### src/hw/rtl/irins_pkg.sv
// Shared constants and command codes for the incremental reachability insert unit.
`default_nettype none

package irins_pkg;

  // Store geometry.
  localparam int MAX_NODES   = 16;
  localparam int NUM_COLOURS = 4;
  localparam int ROW_W       = MAX_NODES;
  localparam int NODE_W      = $clog2(MAX_NODES);
  localparam int COLOUR_W    = $clog2(NUM_COLOURS);
  localparam int ADDR_W      = COLOUR_W + NODE_W;
  localparam int DEPTH       = NUM_COLOURS * MAX_NODES;

  // Row counter that can also hold the node count itself.
  localparam int CNT_W       = $clog2(MAX_NODES + 1);

  // Fixed field widths.
  localparam int CMD_W       = 2;
  localparam int NODE_CNT_W  = 5;

  // Node count register: reset value and lower clamp bound.
  localparam int NODE_CNT_RESET = 16;
  localparam int NODE_CNT_MIN   = 3;

  // Command codes.
  localparam logic [CMD_W-1:0] CMD_INSERT = 2'd0;
  localparam logic [CMD_W-1:0] CMD_QUERY  = 2'd1;
  localparam logic [CMD_W-1:0] CMD_CLEAR  = 2'd2;

endpackage

`default_nettype wire

### src/hw/rtl/incremental_reach_insert_unit.sv
// Top level of the incremental reachability insert unit: control, row store and checks.
//
//   Channel  Direction  Handshake              Beat contents
//   -------  ---------  ---------------------  ---------------------------------
//   in       input      in_valid / in_stall    cmd, src_node, dst_node, colour
//   out      output     out_valid / out_stall  accepted, reachable
//   cfg      input      cfg_we                 cfg_wdata (node_count)
//
// A committed insert reads the destination row, then makes a check pass and a commit pass
// over the n effective nodes, each limited by the single read port of the row RAM, then
// loads the result and returns to idle. An insert rejected by the check pass skips the
// commit pass. A query reads its row before it loads the result; a clear, a rejected
// command or an unused command loads its result straight from idle. The result shows in
// the same cycle that the unit is back in idle and can take the next beat.
// Reset brings the store back to the identity at once, because
// each row carries a valid bit and a row that is not valid reads as its own node
// bit. A clear command does the same by dropping every valid bit together.
// A new beat is taken while an earlier result still waits at the output; the
// unit only holds in its response state while the output register is full and
// stalled.
`default_nettype none

module incremental_reach_insert_unit (
  input  wire                                clk,
  input  wire                                rst,
  // Configuration.
  input  wire                                cfg_we,
  input  wire  [irins_pkg::NODE_CNT_W-1:0]   cfg_wdata,
  // Input channel.
  input  wire                                in_valid,
  output logic                               in_stall,
  input  wire  [irins_pkg::CMD_W-1:0]        cmd,
  input  wire  [irins_pkg::NODE_W-1:0]       src_node,
  input  wire  [irins_pkg::NODE_W-1:0]       dst_node,
  input  wire  [irins_pkg::COLOUR_W-1:0]     colour,
  // Output channel.
  output logic                               out_valid,
  input  wire                                out_stall,
  output logic                               accepted,
  output logic                               reachable
);

  typedef enum logic [5:0] {
    S_IDLE   = 6'b000001,
    S_QWAIT  = 6'b000010,
    S_SUCC   = 6'b000100,
    S_CHECK  = 6'b001000,
    S_COMMIT = 6'b010000,
    S_RESP   = 6'b100000
  } state_t;

  state_t state;

  // Configuration register.
  logic [irins_pkg::NODE_CNT_W-1:0] node_count;

  // Latched command fields.
  logic [irins_pkg::NODE_W-1:0]   src_q;
  logic [irins_pkg::NODE_W-1:0]   dst_q;
  logic [irins_pkg::COLOUR_W-1:0] colour_q;

  // Destination row captured before the passes start.
  logic [irins_pkg::ROW_W-1:0] succ;

  // Row sweep: issue counter, and the row whose data is on the RAM output.
  logic [irins_pkg::CNT_W-1:0]  rd_idx;
  logic                         rd_pend;
  logic [irins_pkg::NODE_W-1:0] rd_row;
  logic                         viol;

  // One valid bit per stored row; an invalid row reads as the identity row.
  logic [irins_pkg::DEPTH-1:0]  row_valid;
  logic                         rd_entry_valid;
  logic [irins_pkg::NODE_W-1:0] rd_ident;

  // Pending response.
  logic resp_acc;
  logic resp_rch;

  // RAM ports.
  logic                         ram_we;
  logic [irins_pkg::ADDR_W-1:0] ram_waddr;
  logic [irins_pkg::ADDR_W-1:0] ram_raddr;
  logic [irins_pkg::ROW_W-1:0]  ram_rdata;

  // Datapath.
  logic [irins_pkg::CNT_W-1:0]  n_eff;
  logic [irins_pkg::CNT_W-1:0]  n_last;
  logic                         in_ok;
  logic [irins_pkg::ROW_W-1:0]  row_data;
  logic [irins_pkg::ROW_W-1:0]  row_next;
  logic [irins_pkg::NODE_W-1:0] pred;
  logic                         row_viol;
  logic                         row_last;
  logic                         issue;
  logic                         in_take;
  logic                         out_load;

  // Node count below the minimum acts as the minimum; above the store size it
  // acts as the store size.
  always_comb begin
    if (node_count < irins_pkg::NODE_CNT_W'(irins_pkg::NODE_CNT_MIN)) begin
      n_eff = irins_pkg::CNT_W'(irins_pkg::NODE_CNT_MIN);
    end else if (irins_pkg::CNT_W'(node_count) > irins_pkg::CNT_W'(irins_pkg::MAX_NODES)) begin
      n_eff = irins_pkg::CNT_W'(irins_pkg::MAX_NODES);
    end else begin
      n_eff = irins_pkg::CNT_W'(node_count);
    end
  end

  assign n_last = n_eff - 1'b1;

  assign in_ok = (irins_pkg::CNT_W'(src_node) < n_eff) &&
                 (irins_pkg::CNT_W'(dst_node) < n_eff) &&
                 (int'(colour) < irins_pkg::NUM_COLOURS);

  assign in_stall = (state != S_IDLE);
  assign in_take  = in_valid && !in_stall;

  // Row as seen by the logic: RAM data if the row was ever written since the
  // last clear or reset, otherwise the identity row.
  assign row_data = rd_entry_valid ? ram_rdata : (irins_pkg::ROW_W'(1) << rd_ident);

  // Every row that reaches the source also reaches all that the destination reaches.
  assign row_next = row_data[src_q] ? (row_data | succ) : row_data;

  // Cyclic predecessor of the row under test.
  assign pred     = (rd_row == '0) ? n_last[irins_pkg::NODE_W-1:0] : rd_row - 1'b1;
  assign row_viol = row_next[pred];
  assign row_last = (irins_pkg::CNT_W'(rd_row) == n_last);

  assign issue = ((state == S_CHECK) || (state == S_COMMIT)) && (rd_idx < n_eff);

  // In idle the read address comes straight from the beat so that the first
  // row is ready in the next cycle.
  always_comb begin
    if (state == S_IDLE) begin
      ram_raddr = {colour, (cmd == irins_pkg::CMD_QUERY) ? src_node : dst_node};
    end else begin
      ram_raddr = {colour_q, rd_idx[irins_pkg::NODE_W-1:0]};
    end
  end

  // The commit pass writes each row in the cycle after its read; the next read is
  // always to a different row, so no forwarding is needed.
  assign ram_we    = (state == S_COMMIT) && rd_pend;
  assign ram_waddr = {colour_q, rd_row};

  assign out_load = (state == S_RESP) && (!out_valid || !out_stall);

  irins_ram #(
    .WIDTH (irins_pkg::ROW_W),
    .DEPTH (irins_pkg::DEPTH)
  ) u_rows (
    .clk   (clk),
    .we    (ram_we),
    .waddr (ram_waddr),
    .wdata (row_next),
    .raddr (ram_raddr),
    .rdata (ram_rdata)
  );

  // Payload registers, no reset needed.
  always_ff @(posedge clk) begin
    rd_entry_valid <= row_valid[ram_raddr];
    rd_ident       <= ram_raddr[irins_pkg::NODE_W-1:0];
    if (issue) begin
      rd_row <= rd_idx[irins_pkg::NODE_W-1:0];
    end
    if (in_take) begin
      src_q    <= src_node;
      dst_q    <= dst_node;
      colour_q <= colour;
    end
    if (state == S_SUCC) begin
      succ <= row_data;
    end
    if (out_load) begin
      accepted  <= resp_acc;
      reachable <= resp_rch;
    end
  end

  // Control.
  always_ff @(posedge clk) begin
    if (rst) begin
      state      <= S_IDLE;
      node_count <= irins_pkg::NODE_CNT_W'(irins_pkg::NODE_CNT_RESET);
      row_valid  <= '0;
      rd_pend    <= 1'b0;
      rd_idx     <= '0;
      viol       <= 1'b0;
      resp_acc   <= 1'b0;
      resp_rch   <= 1'b0;
      out_valid  <= 1'b0;
    end else begin
      if (cfg_we) begin
        node_count <= cfg_wdata;
      end

      rd_pend <= issue;
      if (issue) begin
        rd_idx <= rd_idx + 1'b1;
      end

      if (ram_we) begin
        row_valid[ram_waddr] <= 1'b1;
      end

      if (out_valid && !out_stall) begin
        out_valid <= 1'b0;
      end

      case (state)
        S_IDLE: begin
          if (in_valid) begin
            resp_acc <= 1'b0;
            resp_rch <= 1'b0;
            state    <= S_RESP;
            case (cmd)
              irins_pkg::CMD_CLEAR: begin
                row_valid <= '0;
                resp_acc  <= 1'b1;
              end
              irins_pkg::CMD_QUERY: begin
                if (in_ok) begin
                  state <= S_QWAIT;
                end
              end
              irins_pkg::CMD_INSERT: begin
                if (in_ok) begin
                  state <= S_SUCC;
                end
              end
              default: begin
                resp_acc <= 1'b0;
              end
            endcase
          end
        end
        S_QWAIT: begin
          resp_acc <= 1'b1;
          resp_rch <= row_data[dst_q];
          state    <= S_RESP;
        end
        S_SUCC: begin
          rd_idx <= '0;
          viol   <= 1'b0;
          state  <= S_CHECK;
        end
        S_CHECK: begin
          if (rd_pend) begin
            viol <= viol | row_viol;
            if (row_last) begin
              if (viol || row_viol) begin
                resp_acc <= 1'b0;
                state    <= S_RESP;
              end else begin
                rd_idx <= '0;
                state  <= S_COMMIT;
              end
            end
          end
        end
        S_COMMIT: begin
          if (rd_pend && row_last) begin
            resp_acc <= 1'b1;
            state    <= S_RESP;
          end
        end
        S_RESP: begin
          if (out_load) begin
            out_valid <= 1'b1;
            state     <= S_IDLE;
          end
        end
        default: begin
          state <= S_IDLE;
        end
      endcase
    end
  end

  // The row store is only written during the commit pass.
  a_write_in_commit: assert property (@(posedge clk) disable iff (rst)
    ram_we |-> (state == S_COMMIT))
    else $error("row write outside the commit pass");

  // A commit never touches a row at or above the node count.
  a_write_in_range: assert property (@(posedge clk) disable iff (rst)
    ram_we |-> (irins_pkg::CNT_W'(rd_row) < n_eff))
    else $error("row write beyond the node count");

  // A clear drops every row back to the identity by dropping all valid bits together.
  a_clear_all: assert property (@(posedge clk) disable iff (rst)
    (in_take && (cmd == irins_pkg::CMD_CLEAR)) |=> (row_valid == '0))
    else $error("clear left valid rows behind");

  // A new result is only loaded from the response state.
  a_load_from_resp: assert property (@(posedge clk) disable iff (rst)
    $rose(out_valid) |-> $past(state == S_RESP))
    else $error("result loaded outside the response state");

  // The sweep never has a read in flight outside the two passes and the response state.
  a_pend_in_pass: assert property (@(posedge clk) disable iff (rst)
    rd_pend |-> ((state == S_CHECK) || (state == S_COMMIT) || (state == S_RESP)))
    else $error("row read in flight outside a pass");

endmodule

`default_nettype wire

### src/hw/rtl/irins_ram.sv
// Generic single-clock RAM with one write port and one registered read port.
`default_nettype none

module irins_ram #(
  parameter int WIDTH = 16,
  parameter int DEPTH = 64
) (
  input  wire                      clk,
  input  wire                      we,
  input  wire  [$clog2(DEPTH)-1:0] waddr,
  input  wire  [WIDTH-1:0]         wdata,
  input  wire  [$clog2(DEPTH)-1:0] raddr,
  output logic [WIDTH-1:0]         rdata
);

  logic [WIDTH-1:0] mem [DEPTH];

  always_ff @(posedge clk) begin
    if (we) begin
      mem[waddr] <= wdata;
    end
    rdata <= mem[raddr];
  end

endmodule

`default_nettype wire

### config.mk
export PLATFORM = sky130hd
export DESIGN_NAME = incremental_reach_insert_unit
export DESIGN_NICKNAME = d
export VERILOG_FILES = /design/src/hw/rtl/irins_pkg.sv /design/src/hw/rtl/incremental_reach_insert_unit.sv /design/src/hw/rtl/irins_ram.sv
export SDC_FILE = /design/constraint.sdc
export NUM_CORES = 2
export LEC_CHECK = 0
export BUFFER_PORTS_ARGS = -buffer_cell sky130_fd_sc_hd__buf_4
export CAP_MARGIN = 20
export CORE_ASPECT_RATIO = 2
export CORE_UTILIZATION = 30
export DETAILED_ROUTE_END_ITERATION = 10
export PLACE_DENSITY = 0.55
export RECOVER_POWER = 25
export SLEW_MARGIN = 20
export SYNTH_ARGS = -nofsm -noshare
export SYNTH_HDL_FRONTEND = slang
export SYNTH_SLANG_ARGS = --single-unit
### constraint.sdc
create_clock -name clk -period 11.5 [get_ports clk]
set_input_delay 2.3 -clock clk [delete_from_list [all_inputs] [get_ports clk]]
set_output_delay 2.3 -clock clk [all_outputs]
set_load 0.01 [all_outputs]
[Word-level counts from Yosys, hierarchy flattened]
Memories as Yosys holds them, arrays and structs flattened. A register that Yosys moved wholly into a read port is not among the register bits.
Index checks and enable logic that the tools add are counted.
Storage, ports and cells
  bits in registers: 122
  RAM bits: 1024
  bits of input ports: 22
  output and inout bits: 4
  memories kept: 1
Operators by class
  add/subtract/negate cells: 3
  $lt $le $gt $ge: 11
  eq/ne operators: 16
  shifts and indexed selects: 1
  multiplexer cells: 52
  bitwise logic cells: 3
  reduce and logical (&&, ||, !) cells: 23
Memories
  u_rows.mem: depth 64, width 16, rd ports 1, clocked after Yosys merged registers in 1, wr ports 1, line irins_ram.sv:16  | logic [WIDTH-1:0] mem [DEPTH];
Operator list (number)
  two-way mux 64 bit: 4
  bitwise OR 64 bit: 1
  two-way mux 6 bit: 9
  case mux 6 bit (6 select lines): 1
  two-way mux 16 bit: 2
  two-way mux 5 bit: 6
  two-way mux 1 bit: 18
  bitwise OR 16 bit: 1
  left shift 1 x 4 -> 16 bit (first input constant): 1
  less-than comparator 4 x 5 -> 1 bit (second input constant): 3
  less-than comparator 6 x 7 -> 1 bit (second input constant): 2
  binary-select mux 1 bit (select 4 bit): 3
  case mux 6 bit (2 select lines): 1
  less-than comparator 4 x 5 -> 1 bit: 2
  case mux 5 bit (2 select lines): 1
  logical AND 1 bit: 8
  two-way mux 4 bit: 2
  != test 2 bit (second input constant): 4
  binary-select mux 1 bit (select 6 bit): 1
  demux 1 bit (select 6 bit): 1
  == test 6 x 1 -> 1 bit (second input constant): 1
  == test 6 x 2 -> 1 bit (second input constant): 1
  == test 6 x 3 -> 1 bit (second input constant): 1
  == test 6 x 4 -> 1 bit (second input constant): 1
  other kinds (26): 34

[Logic depth before layout (Yosys ltp)]
  depth after elaboration: 12
  mapped depth: 12
  gate-level depth less buffers: 11

[Cells and area by module]
From an unflattened synthesis, not the netlist that was laid out.
Second synthesis, totals
  cell total of the unflattened synthesis: 2495
  area, all modules: 46414.5 µm²
By module, submodules not included
  irins_ram: times used 1, cells each 1829, area an instance 40042.2 µm², seq. area each 31069.8 µm²
  incremental_reach_insert_unit: times used 1, cells each 666, area an instance 6372.4 µm², seq. area each 2762.6 µm²

[Least setup slack after synthesis]
Ideal clock, no wire load.
  kind: reg2reg
  from: reg rd_entry_valid
  to: mem u_rows.mem[0][0], data pin
  setup time: 702 ps
  arrival: 4516 ps
  required time: 10798 ps
  slack: 6282 ps
  cell stages (with the launch flop): 10
  path buffers: 3
  period minus slack after synthesis: 5218 ps
  path through: dfxtp_1 -> buf_2 -> buf_2 -> nand2_1 -> o31a_1 -> mux4_2 -> o2111ai_1 -> o41ai_2 -> clkbuf_1 -> o21ai_0
Between the ends
  word-level cells in the longest chain between the ends: 4
  elaborated cells on any way between the ends: 5
Ends and longest elaborated chain
  from (decl): line incremental_reach_insert_unit.sv:73  | logic rd_entry_valid;
  from (signal assigned): line incremental_reach_insert_unit.sv:165  | rd_entry_valid <= row_valid[ram_raddr];
  two-way mux 16 bit *: line incremental_reach_insert_unit.sv:122  | assign row_data = rd_entry_valid ? ram_rdata : (irins_pkg::ROW_W'(1) << rd_ident);
  binary-select mux 1 bit (select 4 bit): line incremental_reach_insert_unit.sv:125  | assign row_next = row_data[src_q] ? (row_data | succ) : row_data;
  two-way mux 1 bit (implied by the code): line incremental_reach_insert_unit.sv:125
  two-way mux 16 bit *: line incremental_reach_insert_unit.sv:125
  net row_next, one bit: line incremental_reach_insert_unit.sv:91  | logic [irins_pkg::ROW_W-1:0] row_next;
  to (decl): line irins_ram.sv:16
The timed path passes the listed nets; every way through them passes the cells marked *. The select of a mux whose other input is x is not followed.

[Final worst setup path]
  from: in cmd[1] in the netlist's numbering
  to: reg u_rows.rdata[6] (read register of u_rows.mem)
Between the ends
  word-level cells in the longest chain between the ends: 3
Ends and longest elaborated chain
  from (decl): line incremental_reach_insert_unit.sv:32  | input wire [irins_pkg::CMD_W-1:0] cmd,
  == test 2 x 1 -> 1 bit: line incremental_reach_insert_unit.sv:138  | ram_raddr = {colour, (cmd == irins_pkg::CMD_QUERY) ? src_node : dst_node};
  two-way mux 4 bit: line incremental_reach_insert_unit.sv:138
  two-way mux 6 bit: line incremental_reach_insert_unit.sv:137  | if (state == S_IDLE) begin
  to (decl): line irins_ram.sv:13  | output logic [WIDTH-1:0] rdata
Every way passes these cells.
A chain may end at the register's enable or synchronous reset.

==> key figures <==
STA
  • Period utilization: 0.528
  • Setup Skew: 0.0274 ns
  • Endpoints failing hold: 0
  • RSZ-0062 raised after global routing: no
  • Worst-margin pin slew: 3.39 ns
  • Fmax: 165 MHz
  • Setup TNS: 0 ns
  • Max-slew headroom: -1.26
  • Worst hold slack: roughly 0.46 ns
  • Setup Viol. Count Final: 0
  • Slew Viols, Final: 137
  • Minimum clock period: 6.08 ns

Drt
  • First drt pass iteration count: 5
  • DRC errors left: 0
  • Via count: 22.5k
  • Drt wl/cell: 27.9 um
  • Via/cell ratio: 5.11
  • Number of DRC violations after detailed-routing iteration 0: 1,738
  • ANT nets after route: 0
  • Routed WL: approximately 120,000 um

Layout
  • Layout cell share with drive strength beyond 1: 0.239
  • Post-Layout Cell Count: 4,407
  • Final nets: between 2k and 2.5k
  • Area delta synth->final: 13.1%

Worst setup path
  • Count of buffer and inverter cells on the critical path: 3
  • Slowest Stage Delay on Critical Path: approximately 0.67 ns
  • Reg2reg start: state[1]
  • CP Launch Point: cmd[1]
  • Cell family with most CP delay: multiplexers
  • Crit Path Category: input port to flip-flop
  • Critical Path AT: 6.64 ns
  • CP max FO: 89
  • Crit end category: flip-flop
  • Most common cell on crit path: buf_4
  • CP Launch Type: input port
  • Critical Path, Cell by Cell: buf_4 > nand2b_1 > mux2_2 > mux2i_4 > buf_12 > buf_4 > mux4_2 > mux2i_1 > a21oi_1 > a221o_1
  • Req. time, crit path: 12.07 ns
  • Slowest-stage cell, CP: buf_4

Clock network
  • Total CTS buffers: 94
  • CTS resizes: 0
  • CTS Hold Bufs: 0
  • Root buf cell: clkbuf_16
  • Clock transition at the registers of the reported paths: 0.07 ns
  • Clk Latency, worst-skew pair: 0.70 ns
  • TritonCTS clock tree: yes
  • Htree depth: 3
  • Postcts setup bufs: 0
  • Clock sink count: about 1.2k
  • Clock Path Buffers: 3

Status
  • Failing checks: max-capacitance violations, max-slew violations
  • Status: complete, but fails checks

Synth
  • Post-synthesis sequential area ratio: 0.736
  • Syn Inst Count: 2,298
  • Area share of the largest cell type after synthesis: 0.690
  • Mapped cell area: 0.0459 mm^2
  • Ys async rst share: 0
  • Synth warnings: 0
  • Post-synthesis cell type count: 71
  • Mapped Avg Cell Area: ~20 um^2
  • Cell taking the most area after synthesis: edfxtp_1
  • Leading post-synthesis cells by cell area: edfxtp_1 (69%), mux4_2 (14%), dfxtp_1 (4.6%)
  • Post-synth net total: 2,333
  • Post-synth EDFFs: ~1.1k
  • #FFs+latches synth: 1,162
  • Main synth FF type: edfxtp_1

Power and ir drop
  • Max VDD drop: ~0.14 mV
  • Power density over the cells: 206 mW/mm^2
  • Leakage power: between 0.015 and 0.02 uW

Global route
  • GRT Residual Overflow: 0
  • First-pass GRT wire length: approximately 180,000 um
  • Vias in the first global route: 24.2k
  • Pin count of the biggest net entering global routing: 122
  • Initial antenna violation count: 3
  • Total track usage: 0.159

Floorplanning
  • Core area: 0.152 mm^2
  • Die area: approximately 0.15 mm^2
  • Die extent in x: 279 um
  • Ports: 26
  • Die Height: 555 um
  • Starting Density: 0.303
  • Site Rows: 202

Placed design
  • Routability-driven placement congestion ratio: 0.858
  • Port buffer count: 25
  • Post-DP HPWL: 75,200 um
  • Placed insts: 4,233

Hold path
  • HP Start: row_valid[31]
  • HP Class: flip-flop to flip-flop

Flow run
  • Max-cap viol count: 6
[registers in the layout, summed over array words and instances, names as in the netlist, 2 cells and up]
signal and cells:
state 6, u_rows.rdata 16, row_valid 64, rd_ident 4, colour_q 2, dst_q 4, rd_row 4, src_q 4
rd_idx 5, u_rows.mem 1024, succ 16, node_count 5
[metrics by stage]
stage | power, uW | utilization | area, um^2 | setup slack (ns)
final | 10700 | 0.343 | 52000 | 5.42
after global routing | 11000 | 0.343 | 52000 | 5.26
after CTS | 10900 | 0.344 | 52100 | 5.39
after detailed placement | 7550 | 0.323 | 49000 | 4.65
after global placement | 7500 | 0.323 | 48900 | 4.65
after floorplan | 6600 | - | 45900 | 6.28
[where the power goes]
part           total (uW)  switching [uW]  internal, uW
sequential           5120            61.6          5060
combinational        2270            1520           754
clock                3320            1540          1780
total               10700            3120          7590
[path summary, 6_finish.rpt]
path / endpoint / slack, ns / depth (start not counted)
max reg2reg: u_rows.rdata[6] / 6.25 / 9
max: u_rows.rdata[6] / 5.42 / 10
min: row_valid[31] / 0.46 / 1
min reg2reg: row_valid[31] / 0.46 / 1
[final cells by class]
class,instances,area (um^2)
sequential,1162,33800
clock buffer,115,2520
inverter,47,176
timing repair buffer,115,767
tap,1938,2420
antenna,2,5.00
multi-input combinational,971,11600
fill,14100,99700
clock inverter,57,592
[layer usage]
| metal | track usage | part of all wire |
|---|---|---|
| met1 | 0.161 | 0.34 |
| met2 | 0.308 | 0.56 |
| met3 | 0.0142 | 0.031 |
| met4 | 0.102 | 0.069 |
| met5 | 0 | 0 |
[cells in the mapped netlist (all sizes together), types with 3 or more instances]
cell type  number
inv            47
or3             3
nor2b           3
o22ai          21
xor2            7
edfxtp       1056
clkbuf         48
nor3           12
o211ai          3
mux4          281
mux2           40
a211oi         40
nand3b          5
o41a            4
o21ai          30
buf            70
o21a           68
nand2b          7
and2           37
nor4            9
nand3          11
a221o          17
nand2          48
mux2i         117
ha             13
or2             4
a21oi          44
nor2           93
dfxtp         106
o31a           15
o31ai           3
[cells by family after synthesis]
family | count (synthesis) | share of synthesized area
compound gates | 267 | 0.0417
xor+xnor | 8 | 0.00152
fa+ha+maj | 13 | 0.00354
buf+inv | 165 | 0.0174
flops | 1162 | 0.736
mux | 438 | 0.173
simple gates | 245 | 0.0262
[layout by cell type, fill, tap and decap left out, types with 12 or more instances in the layout]
cell type	netlist	layout
dfxtp_1	106	106
ha_1	13	13
mux4_2	281	281
a21oi_1	44	40
edfxtp_1	1056	1056
clkinv_2	0	20
o21ai_0	29	13
clkinv_1	0	12
nand2_1	48	48
o31a_1	15	15
a221o_1	17	17
o21ai_4	0	16
clkbuf_16	0	97
mux2_2	40	39
o22ai_1	20	20
o21a_1	68	68
inv_1	44	44
a211oi_1	40	40
buf_4	15	64
nor3_1	12	12
clkbuf_1	48	58
nor2_1	93	81
mux2i_1	116	116
and2_1	31	31
(Power assumes the default switching activity.)
